**src/ctc_pkg.sv**
```systemverilog
// Shared types and constants of the capability table check unit.
package ctc_pkg;

  typedef enum logic {
    OP_LOAD = 1'b0,
    OP_EVAL = 1'b1
  } op_t;

  typedef enum logic [1:0] {
    DEC_DENY     = 2'd0,
    DEC_RESTRICT = 2'd1,
    DEC_ALLOW    = 2'd2,
    DEC_RECOVERY = 2'd3
  } dec_t;

  typedef enum logic [1:0] {
    RSN_OK      = 2'd0,
    RSN_TRUST   = 2'd1,
    RSN_RING    = 2'd2,
    RSN_NOMATCH = 2'd3
  } rsn_t;

  typedef enum logic {
    ST_IDLE = 1'b0,
    ST_SCAN = 1'b1
  } state_t;

  localparam int CFG_IDX_W = 2;
  localparam int CFG_DATA_W = 16;
  localparam logic [CFG_IDX_W-1:0] CFG_ENTRIES_IN_USE = 2'd0;
  localparam logic [CFG_IDX_W-1:0] CFG_SUPERVISOR_CODE = 2'd1;
  localparam logic [CFG_IDX_W-1:0] CFG_FABRIC_CODE = 2'd2;

  typedef struct packed {
    op_t         operation;
    logic [3:0]  slot;
    logic [31:0] handle;
    logic [15:0] action_code;
    logic [7:0]  trust_value;
    logic [15:0] ring_lower;
    logic [15:0] ring_upper;
    logic [15:0] caller_ring;
    logic        recovery_flag;
  } in_t;

  typedef struct packed {
    dec_t       decision;
    logic       matched;
    logic [3:0] matched_slot;
    rsn_t       reason;
  } out_t;

  typedef struct packed {
    logic [31:0] handle;
    logic [15:0] action_code;
    logic [7:0]  trust_req;
    logic [15:0] ring_lower;
    logic [15:0] ring_upper;
    logic        recovery;
  } entry_t;

  localparam int ENTRY_W = $bits(entry_t);

endpackage

```
**src/ctc_ram.sv**
```systemverilog
// Generic single-port-write, single-port-read RAM with registered read data.
module ctc_ram #(
  parameter int WIDTH = 8,
  parameter int DEPTH = 16
) (
  input  logic                                  clk,
  input  logic                                  we,
  input  logic [((DEPTH > 1) ? $clog2(DEPTH) : 1)-1:0] waddr,
  input  logic [WIDTH-1:0]                      wdata,
  input  logic                                  re,
  input  logic [((DEPTH > 1) ? $clog2(DEPTH) : 1)-1:0] raddr,
  output logic [WIDTH-1:0]                      rdata
);

  logic [WIDTH-1:0] mem_r [DEPTH];
  logic [WIDTH-1:0] rdata_r;

  always_ff @(posedge clk) begin
    if (we) begin
      mem_r[waddr] <= wdata;
    end
    if (re) begin
      rdata_r <= mem_r[raddr];
    end
  end

  assign rdata = rdata_r;

endmodule

```
**src/capability_table_check_unit.sv**
```systemverilog
// Top level of the capability table check unit: sequencer, table and decision logic.
//
// Usage: a transaction on the input channel is accepted at a rising edge where start is
// high and busy is low. A load transaction writes one table entry at in_item.slot in that
// same cycle and produces no result; slots at or above TABLE_DEPTH are ignored. An
// evaluate transaction scans entries 0 up to entries_in_use - 1 (limited to TABLE_DEPTH)
// one entry per clock through a single registered-read table RAM and one shared compare
// unit, and stops at the first entry whose handle and action code match the request.
// A match shows its result after the matching entry is read from the table RAM, compared
// and registered; with no match, after the last scanned entry is compared and the result
// registered; with a zero scan count, in the cycle after acceptance. For a nonzero scan
// count, busy is high from the cycle after acceptance until the result appears. A new
// transaction may be accepted in the cycle its predecessor's result is shown. Each
// result is shown for exactly one cycle with out_valid high; the receiver cannot stall
// it. Configuration is written on the cfg_ port when cfg_we is high; the user must write
// it only while the unit is idle, as the unit does not check it. Reset (rst_n
// low, synchronous) returns the sequencer to idle, drops out_valid and restores the
// register defaults; the table contents are undefined until loaded and need no clearing.
module capability_table_check_unit
  import ctc_pkg::*;
#(
  parameter int TABLE_DEPTH = 16
) (
  input  logic                  clk,
  input  logic                  rst_n,
  input  logic                  start,
  output logic                  busy,
  input  in_t                   in_item,
  output logic                  out_valid,
  output out_t                  out_data,
  input  logic                  cfg_we,
  input  logic [CFG_IDX_W-1:0]  cfg_index,
  input  logic [CFG_DATA_W-1:0] cfg_wdata
);

  // Table address width and the width of the scan counter, which must hold the count.
  localparam int IDX_W = (TABLE_DEPTH > 1) ? $clog2(TABLE_DEPTH) : 1;
  localparam int CNT_W = ($clog2(TABLE_DEPTH + 1) > 5) ? $clog2(TABLE_DEPTH + 1) : 5;
  localparam logic [CNT_W-1:0] DEPTH_C = CNT_W'(TABLE_DEPTH);

  // Configuration registers.
  logic [4:0]  entries_in_use_r;
  logic [15:0] supervisor_code_r;
  logic [15:0] fabric_code_r;

  // Sequencer and request registers.
  state_t           state_r, state_nxt;
  logic [CNT_W-1:0] ptr_r, ptr_nxt;
  logic             chk_vld_r, chk_vld_nxt;
  logic             chk_last_r, chk_last_nxt;
  logic [CNT_W-1:0] chk_idx_r, chk_idx_nxt;
  logic [31:0]      req_handle_r;
  logic [15:0]      req_action_r;
  logic [7:0]       req_trust_r;
  logic [15:0]      req_caller_r;

  // Result registers.
  logic out_valid_r, out_valid_nxt;
  out_t out_data_r, out_data_nxt;

  logic             accept;
  logic [CNT_W-1:0] entries_ext;
  logic [CNT_W-1:0] scan_count;
  logic [CNT_W-1:0] slot_ext;
  logic             ram_we;
  logic             ram_re;
  logic [IDX_W-1:0] ram_raddr;
  entry_t           ram_wentry;
  entry_t           ram_rentry;

  logic hit;
  logic trust_low;
  logic ring_pass;
  dec_t grant_dec;

  assign accept      = start && (state_r == ST_IDLE);
  assign busy        = (state_r != ST_IDLE);
  assign entries_ext = CNT_W'(entries_in_use_r);
  assign scan_count  = (entries_ext > DEPTH_C) ? DEPTH_C : entries_ext;
  assign slot_ext    = CNT_W'(in_item.slot);

  // Configuration write port.
  always_ff @(posedge clk) begin
    if (!rst_n) begin
      entries_in_use_r  <= 5'd0;
      supervisor_code_r <= 16'd0;
      fabric_code_r     <= 16'd1;
    end else if (cfg_we) begin
      case (cfg_index)
        CFG_ENTRIES_IN_USE:  entries_in_use_r  <= cfg_wdata[4:0];
        CFG_SUPERVISOR_CODE: supervisor_code_r <= cfg_wdata;
        CFG_FABRIC_CODE:     fabric_code_r     <= cfg_wdata;
        default: ;
      endcase
    end
  end

  // Table storage: loads write in the accepting cycle, the scan reads one entry a cycle.
  assign ram_we = accept && (in_item.operation == OP_LOAD) && (slot_ext < DEPTH_C);
  assign ram_wentry = '{
    handle:      in_item.handle,
    action_code: in_item.action_code,
    trust_req:   in_item.trust_value,
    ring_lower:  in_item.ring_lower,
    ring_upper:  in_item.ring_upper,
    recovery:    in_item.recovery_flag
  };
  assign ram_re    = (state_r == ST_SCAN) && (ptr_r < scan_count);
  assign ram_raddr = ptr_r[IDX_W-1:0];

  ctc_ram #(
    .WIDTH (ENTRY_W),
    .DEPTH (TABLE_DEPTH)
  ) u_table (
    .clk   (clk),
    .we    (ram_we),
    .waddr (slot_ext[IDX_W-1:0]),
    .wdata (ram_wentry),
    .re    (ram_re),
    .raddr (ram_raddr),
    .rdata (ram_rentry)
  );

  // Shared compare unit, applied to the entry read in the previous cycle.
  always_comb begin
    hit       = (ram_rentry.handle == req_handle_r) &&
                (ram_rentry.action_code == req_action_r);
    trust_low = (req_trust_r < ram_rentry.trust_req);
    if (ram_rentry.ring_lower == supervisor_code_r) begin
      ring_pass = (req_caller_r == supervisor_code_r);
    end else if (ram_rentry.ring_lower == fabric_code_r) begin
      ring_pass = (req_caller_r == supervisor_code_r) || (req_caller_r == fabric_code_r);
    end else begin
      ring_pass = (req_caller_r >= ram_rentry.ring_lower) &&
                  (req_caller_r <= ram_rentry.ring_upper);
    end
    grant_dec = ram_rentry.recovery ? DEC_RECOVERY : DEC_ALLOW;
  end

  // Next-state logic.
  always_comb begin
    state_nxt = state_r;
    case (state_r)
      ST_IDLE: begin
        if (accept && (in_item.operation == OP_EVAL) && (scan_count != '0)) begin
          state_nxt = ST_SCAN;
        end
      end
      ST_SCAN: begin
        if (chk_vld_r && (hit || chk_last_r)) begin
          state_nxt = ST_IDLE;
        end
      end
      default: state_nxt = ST_IDLE;
    endcase
  end

  // Scan pointer, check pipeline and result logic.
  always_comb begin
    ptr_nxt       = ptr_r;
    chk_vld_nxt   = 1'b0;
    chk_last_nxt  = chk_last_r;
    chk_idx_nxt   = chk_idx_r;
    out_valid_nxt = 1'b0;
    out_data_nxt  = out_data_r;
    case (state_r)
      ST_IDLE: begin
        ptr_nxt = '0;
        if (accept && (in_item.operation == OP_EVAL) && (scan_count == '0)) begin
          // Nothing to scan: the answer is known at once.
          out_valid_nxt = 1'b1;
          out_data_nxt  = '{decision: DEC_DENY, matched: 1'b0, matched_slot: 4'd0,
                            reason: RSN_NOMATCH};
        end
      end
      ST_SCAN: begin
        if (ram_re) begin
          ptr_nxt      = ptr_r + CNT_W'(1);
          chk_vld_nxt  = 1'b1;
          chk_idx_nxt  = ptr_r;
          chk_last_nxt = ((ptr_r + CNT_W'(1)) == scan_count);
        end
        if (chk_vld_r && hit) begin
          out_valid_nxt = 1'b1;
          out_data_nxt.matched      = 1'b1;
          out_data_nxt.matched_slot = chk_idx_r[3:0];
          if (trust_low) begin
            out_data_nxt.decision = DEC_RESTRICT;
            out_data_nxt.reason   = RSN_TRUST;
          end else if (!ring_pass) begin
            out_data_nxt.decision = DEC_DENY;
            out_data_nxt.reason   = RSN_RING;
          end else begin
            out_data_nxt.decision = grant_dec;
            out_data_nxt.reason   = RSN_OK;
          end
          chk_vld_nxt = 1'b0;
        end else if (chk_vld_r && chk_last_r) begin
          out_valid_nxt = 1'b1;
          out_data_nxt  = '{decision: DEC_DENY, matched: 1'b0, matched_slot: 4'd0,
                            reason: RSN_NOMATCH};
        end
      end
      default: ;
    endcase
  end

  always_ff @(posedge clk) begin
    if (!rst_n) begin
      state_r     <= ST_IDLE;
      ptr_r       <= '0;
      chk_vld_r   <= 1'b0;
      out_valid_r <= 1'b0;
    end else begin
      state_r     <= state_nxt;
      ptr_r       <= ptr_nxt;
      chk_vld_r   <= chk_vld_nxt;
      out_valid_r <= out_valid_nxt;
    end
  end

  // Payload registers carry no reset.
  always_ff @(posedge clk) begin
    chk_last_r <= chk_last_nxt;
    chk_idx_r  <= chk_idx_nxt;
    out_data_r <= out_data_nxt;
    if (accept) begin
      req_handle_r <= in_item.handle;
      req_action_r <= in_item.action_code;
      req_trust_r  <= in_item.trust_value;
      req_caller_r <= in_item.caller_ring;
    end
  end

  assign out_valid = out_valid_r;
  assign out_data  = out_data_r;

endmodule

```
**config.mk**
```make
export PLATFORM = sky130hd
export DESIGN_NAME = capability_table_check_unit
export DESIGN_NICKNAME = d
export VERILOG_FILES = /design/src/ctc_pkg.sv /design/src/ctc_ram.sv /design/src/capability_table_check_unit.sv
export SDC_FILE = /design/constraint.sdc
export NUM_CORES = 2
export LEC_CHECK = 0
export BUFFER_PORTS_ARGS = -buffer_cell sky130_fd_sc_hd__buf_2
export CELL_PAD_IN_SITES_DETAIL_PLACEMENT = 1
export CELL_PAD_IN_SITES_GLOBAL_PLACEMENT = 2
export CORE_UTILIZATION = 35
export CTS_CLUSTER_SIZE = 25
export DETAILED_ROUTE_END_ITERATION = 6
export HOLD_SLACK_MARGIN = 0.02
export PLACE_DENSITY = 0.63
export REMOVE_ABC_BUFFERS = 1
export SYNTH_ARGS = -nofsm -noshare
export SYNTH_HDL_FRONTEND = slang
export SYNTH_HIERARCHICAL = 1
export SYNTH_SLANG_ARGS = --single-unit
export TNS_END_PERCENT = 1
```
**constraint.sdc**
```tcl
create_clock -name clk -period 27.3 [get_ports clk]
set_input_delay 0 -clock clk [delete_from_list [all_inputs] [get_ports clk]]
set_output_delay 0 -clock clk [all_outputs]
set_load 0.1 [all_outputs]
```
---- After elaboration in Yosys (flattened, before gate mapping) ----
Memory sizes are Yosys's and may differ from the RTL's. A register that Yosys moved wholly into a read port is not among the register bits.
Index checks and enable logic that the tools add are counted.
storage, ports and cells
  memories ................................ 1
  input bits .............................. 132
  logic and storage cells ................. 87
  register bits ........................... 131
  output and inout bits ................... 11
  memory bits (writable) .................. 1424
cells by class
  muxes and demuxes ....................... 24
  equal/unequal tests ..................... 12
  reduce and logical (&&, ||, !) cells .... 23
  bitwise operators ....................... 3
  order comparisons ....................... 6
  add/sub/neg operators ................... 1
memories
  memory         depth  width  read ports  clocked after memory_dff  write ports  line           text
  u_table.mem_r  16     89     1           1                         1            ctc_ram.sv:15  logic [WIDTH-1:0] mem_r [DEPTH];
operators by type and width
  operator               count
  $eq A16 B16 Y1         5
  $eq A32 B32 Y1         1
  $mux W9                3
  $pmux W9 S2            1
  $ge A16 B16 Y1         1
  $le A16 B16 Y1         1
  $logic_and A1 B1 Y1    12
  $mux W1                11
  $mux W5                2
  $pmux W5 S2            1
  $reduce_and A2 Y1      5
  $lt A8 B8 Y1           1
  $mux W2                4
  $add A5 B1 Y5 const B  1
  $eq A5 B5 Y1           1
  $gt A5 B5 Y1 const B   1
  $logic_not A5 Y1       1
  $lt A4 B5 Y1 const B   1
  $lt A5 B5 Y1           1
  $reduce_bool A5 Y1     1
  $ne A2 B1 Y1 const B   2
  $pmux W1 S2            2
  $ne A3 B1 Y1 const B   1
  $not A1 Y1             3
  other kinds (5)        6

---- Longest topological paths before layout ----
  depth after elaboration ................. 8
  mapped depth ............................ 11
  mapped depth without buffers ............ 11

---- Hierarchy ----
Netlist, hierarchy kept.
by module, submodules not included
  module                       times used  area an instance (sq um)  seq. area each (sq um)  cells each
  ctc_ram                      1           55918.6                   45433.6                 2282
  capability_table_check_unit  1           6822.8                    3483.3                  622

---- Worst setup path after synthesis ----
Ideal clock, no wire load.
  path kind ............................... register -> register
  start ................................... register state_r (netlist: busy)
  end ..................................... memory u_table/mem_r[0][0] (netlist bit) (enable)
  required time ........................... 26653 ps
  data arrival time ....................... 11088 ps
  clock period less this slack ............ 11735 ps
  path slack .............................. 15565 ps
  path buffers ............................ 0
  library setup time ...................... 647 ps
  cell stages (with the launch flop) ...... 5
  cell sequence ........................... dfxtp_1 > nor2b_1 > nor2b_1 > or3b_2 > nor3_1
between the ends
  word-level cells in the longest chain between the ends .. 6
RTL lines
  what                               line                                text
  start: declaration                 capability_table_check_unit.sv:47   state_t state_r, state_nxt;
  start signal: assignment           capability_table_check_unit.sv:215  state_r <= state_nxt;
  $not A1 Y1                         --
  $logic_and A1 B1 Y1                capability_table_check_unit.sv:76   assign accept = start && (state_r == ST_IDLE);
  net accept                         capability_table_check_unit.sv:61   logic accept;
  $logic_and A1 B1 Y1 (2 in series)  capability_table_check_unit.sv:99   assign ram_we = accept && (in_item.operation == OP_LOAD) && (slot_ext < DEPTH_C);
  net ram_we                         capability_table_check_unit.sv:65   logic ram_we;
  $mux W1                            ctc_ram.sv:19                       if (we) begin
  $mux W1 (implied by the code)      ctc_ram.sv:20                       mem_r[waddr] <= wdata;
  end: declaration                   ctc_ram.sv:15
The timed path passes the listed nets, and every way through them passes these cells.

---- Worst setup path in the final report ----
  start ................................... register state_r (netlist: busy)
  end ..................................... memory u_table/mem_r[15][26] (netlist bit) (enable)
The elaborated chain is that of the path after synthesis.

==> impl_summary.txt <==
----------------------------------------------------
[Logic synthesis]
  Post-synth ARST share ... 0%
  Yosys warnings ... 6
  Post-synthesis share of cell area spent on xor and xnor gates ... 1.54%
  Library cell occupying the most area in the post-synthesis netlist ... edfxtp_1
  Count of flip-flops with a built-in enable after synthesis ... 1599
  Post-synthesis sequential element count ... 1644
  Syn avg cell area ... 21.6 µm²
  Predominant post-synthesis flop cell ... edfxtp_1
  Simple-gate portion of the synthesized area ... 2.17%
  Portion of netlist area occupied by mux cells ... 12.9%
  Seq/Total Area, Yosys ... 78.0%
  Synthesized area ... 62700 µm²
  Post-synthesis instance total ... 2904
  Fraction of synthesized cell area taken by the top area cell type ... 76.5%
  Top post-synthesis cells by area ... edfxtp_1 (77%), mux4_2 (13%), a22oi_1 (2.1%), dfxtp_1 (1.4%), nand2_1 (1.0%)
  Combinational family with the most area after synthesis ... multiplexers
  Compound-Gate Fraction of Synth Area ... 3.11%
  Most numerous cell types in the synthesized netlist ... edfxtp_1 (1599), mux4_2 (356), a22oi_1 (179)
  Cell variety after synth ... 52
  Synthesized-area fraction occupied by adder cells ... 0.897%
  Cell with the most instances after synthesis ... edfxtp_1

[Global routing]
  Global-route usage over all layers ... 17.6%
  Antenna violations before repair ... 16
  Via count of the first global-routing pass ... 32600
  Overflow after GRT ... 0
  Largest net degree at the start of global routing ... 90
  Global-route wire length before repair ... 232000 µm

[Setup path]
  Worst Reg2Reg Path Length in Cells ... 7
  Internal reg-to-reg setup slack ... 22.83 ns
  Endpoint of the most critical register-to-register path ... u_table/mem_r[15][26]
  Launch point of the worst path ... busy
  Kind of critical path ... flop to flop
  Data arrival, critical path ... 4.89 ns
  Critical path endpoint category ... flop
  Capturing element of the worst setup path ... u_table/mem_r[15][26]
  Reg-to-Reg Start ... busy
  CP Data Required Time ... 27.71 ns
  Worst-path fanout max ... 35
  Critical Path Source Type ... flop

[Clock network]
  CTS tree ... yes
  Clock Tree Root ... clkbuf_16
  Max Buffers Root-to-Sink ... 3
  Number of H-tree levels ... 4
  Clock latency reported for the late side of the worst-skew pair ... 0.81 ns
  Count of cells resized by post-cts repair ... 0
  Clk pin slew, worst setup/hold paths ... 0.06 ns
  Number of buffers created by CTS ... 173
  Clock Sinks ... 1644

[Worst hold path]
  Hold path cells ... 3
  HP Class ... input pin to flop

[Floorplan]
  Floorplan row count ... 155
  I/O pin cnt ... 143
  Placeable core area ... 178000 µm²
  Die Width ... 425 µm
  Die Y-Extent ... 425 µm
  Effective utilization at floorplan ... 35.2%
  Area of the die ... 181000 µm²

[Route]
  Wirelength per Cell ... 27.2 µm
  Vias post-DR ... 30300
  Vias per inst ... 5.21
  DRT iter0 DRCs ... 2158
  Routed wire length ... 158000 µm
  Routed Antenna Nets ... 0
  # DRC ... 0
  DR pass1 iterations ... 5

[Pwr]
  Lkg Pwr ... 23.0 nW
  Areal power density over the cells ... 70.9 nW/µm²
  Worst supply voltage drop on vdd ... 59.3 µV
  Overall power consumption ... 5.21 mW

[Placed design]
  Number of port buffers ... 142
  Detailed-placement wirelength estimate ... 83700 µm
  Final GP Congestion ... 0.728

[STA]
  Layout Skew ... 0.0442 ns
  Highest achievable clock rate ... 224 MHz
  Remaining max-slew budget at the tightest pin ... 14.4%
  Finish-stage setup viols ... 0
  Transition time of the tightest slew-check pin ... 1.28 ns
  Post-route fraction of the period consumed by the critical path ... 16.4%
  Count of endpoints failing hold in the final timing report ... 0
  Setup repair after global routing missed its margin ... no
  Post-route setup TNS ... 0 ns
  Final Max Slew Viols ... 0
  Post-layout min period ... 4.47 ns

[Final layout]
  Area of the multi-input gates ... 13100 µm²
  Share of layout cells above drive strength 1 ... 23.6%
  Fillers ... 16700
  Footprint of the flip-flops and latches ... 48900 µm²
  Number of nets in the layout ... 3499
  Final Core Density ... 41.2%
  Area added between synthesis and finish ... 17.1%

[Flow run]
  Max_cap viols ... 0

[Run status]
  Run status ... complete, no violations

----------------------------------------------------
-- placed cells by master (no fill, tap or decap), types with 30 or more instances in the layout --
| master | n |
|---|---|
| edfxtp_1 | 1599 |
| mux4_2 | 356 |
| a22oi_1 | 179 |
| clkbuf_16 | 176 |
| dlygate4sd3_1 | 173 |
| nand2_1 | 170 |
| buf_2 | 142 |
| xor2_1 | 64 |
| buf_4 | 59 |
| inv_1 | 51 |
| clkbuf_1 | 49 |
| xnor2_1 | 46 |
| ha_1 | 45 |
| dfxtp_1 | 43 |
| clkinv_1 | 34 |
| a21boi_0 | 32 |
| clkinv_2 | 30 |
-- final cells by class --
cell class,instances,share of cell area (%)
Clock inverter,89,1.13
Multi-Input combinational cell,1077,17.8
Antenna cell,1,0.00341
Sequential cell,1644,66.6
Inverter,51,0.261
Timing Repair Buffer,375,3.95
Tap cell,2355,4.01
Clock buffer,226,6.26
-- how the worst min path moves through the flow --
| stage | start | end |
|---|---|---|
| finish | in_item[107] | u_table/mem_r[10][32] |
| global route | in_item[107] | u_table/mem_r[10][32] |
| CTS | cfg_wdata[2] | supervisor_code_r[2] |
| detailed placement | in_item[8] | req_caller_r[7] |
| global placement | in_item[5] | req_caller_r[4] |
| floorplan | rst_n | fabric_code_r[0] |
-- through the flow --
step	area [µm²]	setup slack, ns	instances	hold WS (ns)
final	73500	22.83	5818	0.0789
after global routing	73500	22.38	5817	0.0684
after detailed placement	66300	22.72	5329	0.179
after global placement	66300	22.73	5329	0.182
after CTS	73500	22.71	5817	0.0273
after floorplan	62000	10.27	2772	0.0718
-- state kept, by name, summed over array words and instances, names as in the netlist, 4 cells and up --
name,cells
req_handle_r,32
req_action_r,16
fabric_code_r,16
out_data,9
ptr_r,5
chk_idx_r,4
entries_ext,5
req_trust_r,8
u_table/mem_r,1424
supervisor_code_r,16
req_caller_r,16
u_table/rdata,89
-- critical path, stage by stage (launching register included) --
cell,delay (ns)
dfxtp_1,0.42
nor2b_4,0.14
buf_4,0.44
nor2b_1,0.31
nand3_1,0.33
nor2_4,0.95
buf_4,0.73
buf_4,0.71
-- repair_timing --
item / in CTS / in global routing
endpoints found under the hold margin: 1627 / 0
hold buffers: 173 / 0
buffers inserted: 0 / 0
-- report_power, final --
group	switching [mW]	internal, mW	total [mW]
combinational	0.0890	0.0490	0.138
clock	0.979	1.28	2.26
sequential	0.0135	2.80	2.81
total	1.08	4.12	5.21
-- cell families (layout without fill, tap and decap cells) --
kind of cell	count (synthesis)	after routing
AOI/OAI and AO/OA	266	266
xor gates and xnor gates	110	110
adders and majority gates	45	45
buffers and inverters	183	741
DFF	1644	1644
muxes	362	362
other	0	1
and+or+nand+nor	294	294
-- layer usage --
layer / vias to the layer above / GRT usage, % / part of all wire [%]
met2: 648 / 29.3 / 50
li1: 12900 / - / -
met5: - / 0 / 0.064
met1: 16500 / 24.3 / 44
met4: 16 / 4.17 / 1.8
met3: 220 / 2.84 / 4.0
Note: power is estimated with default switching activity, not from simulation.
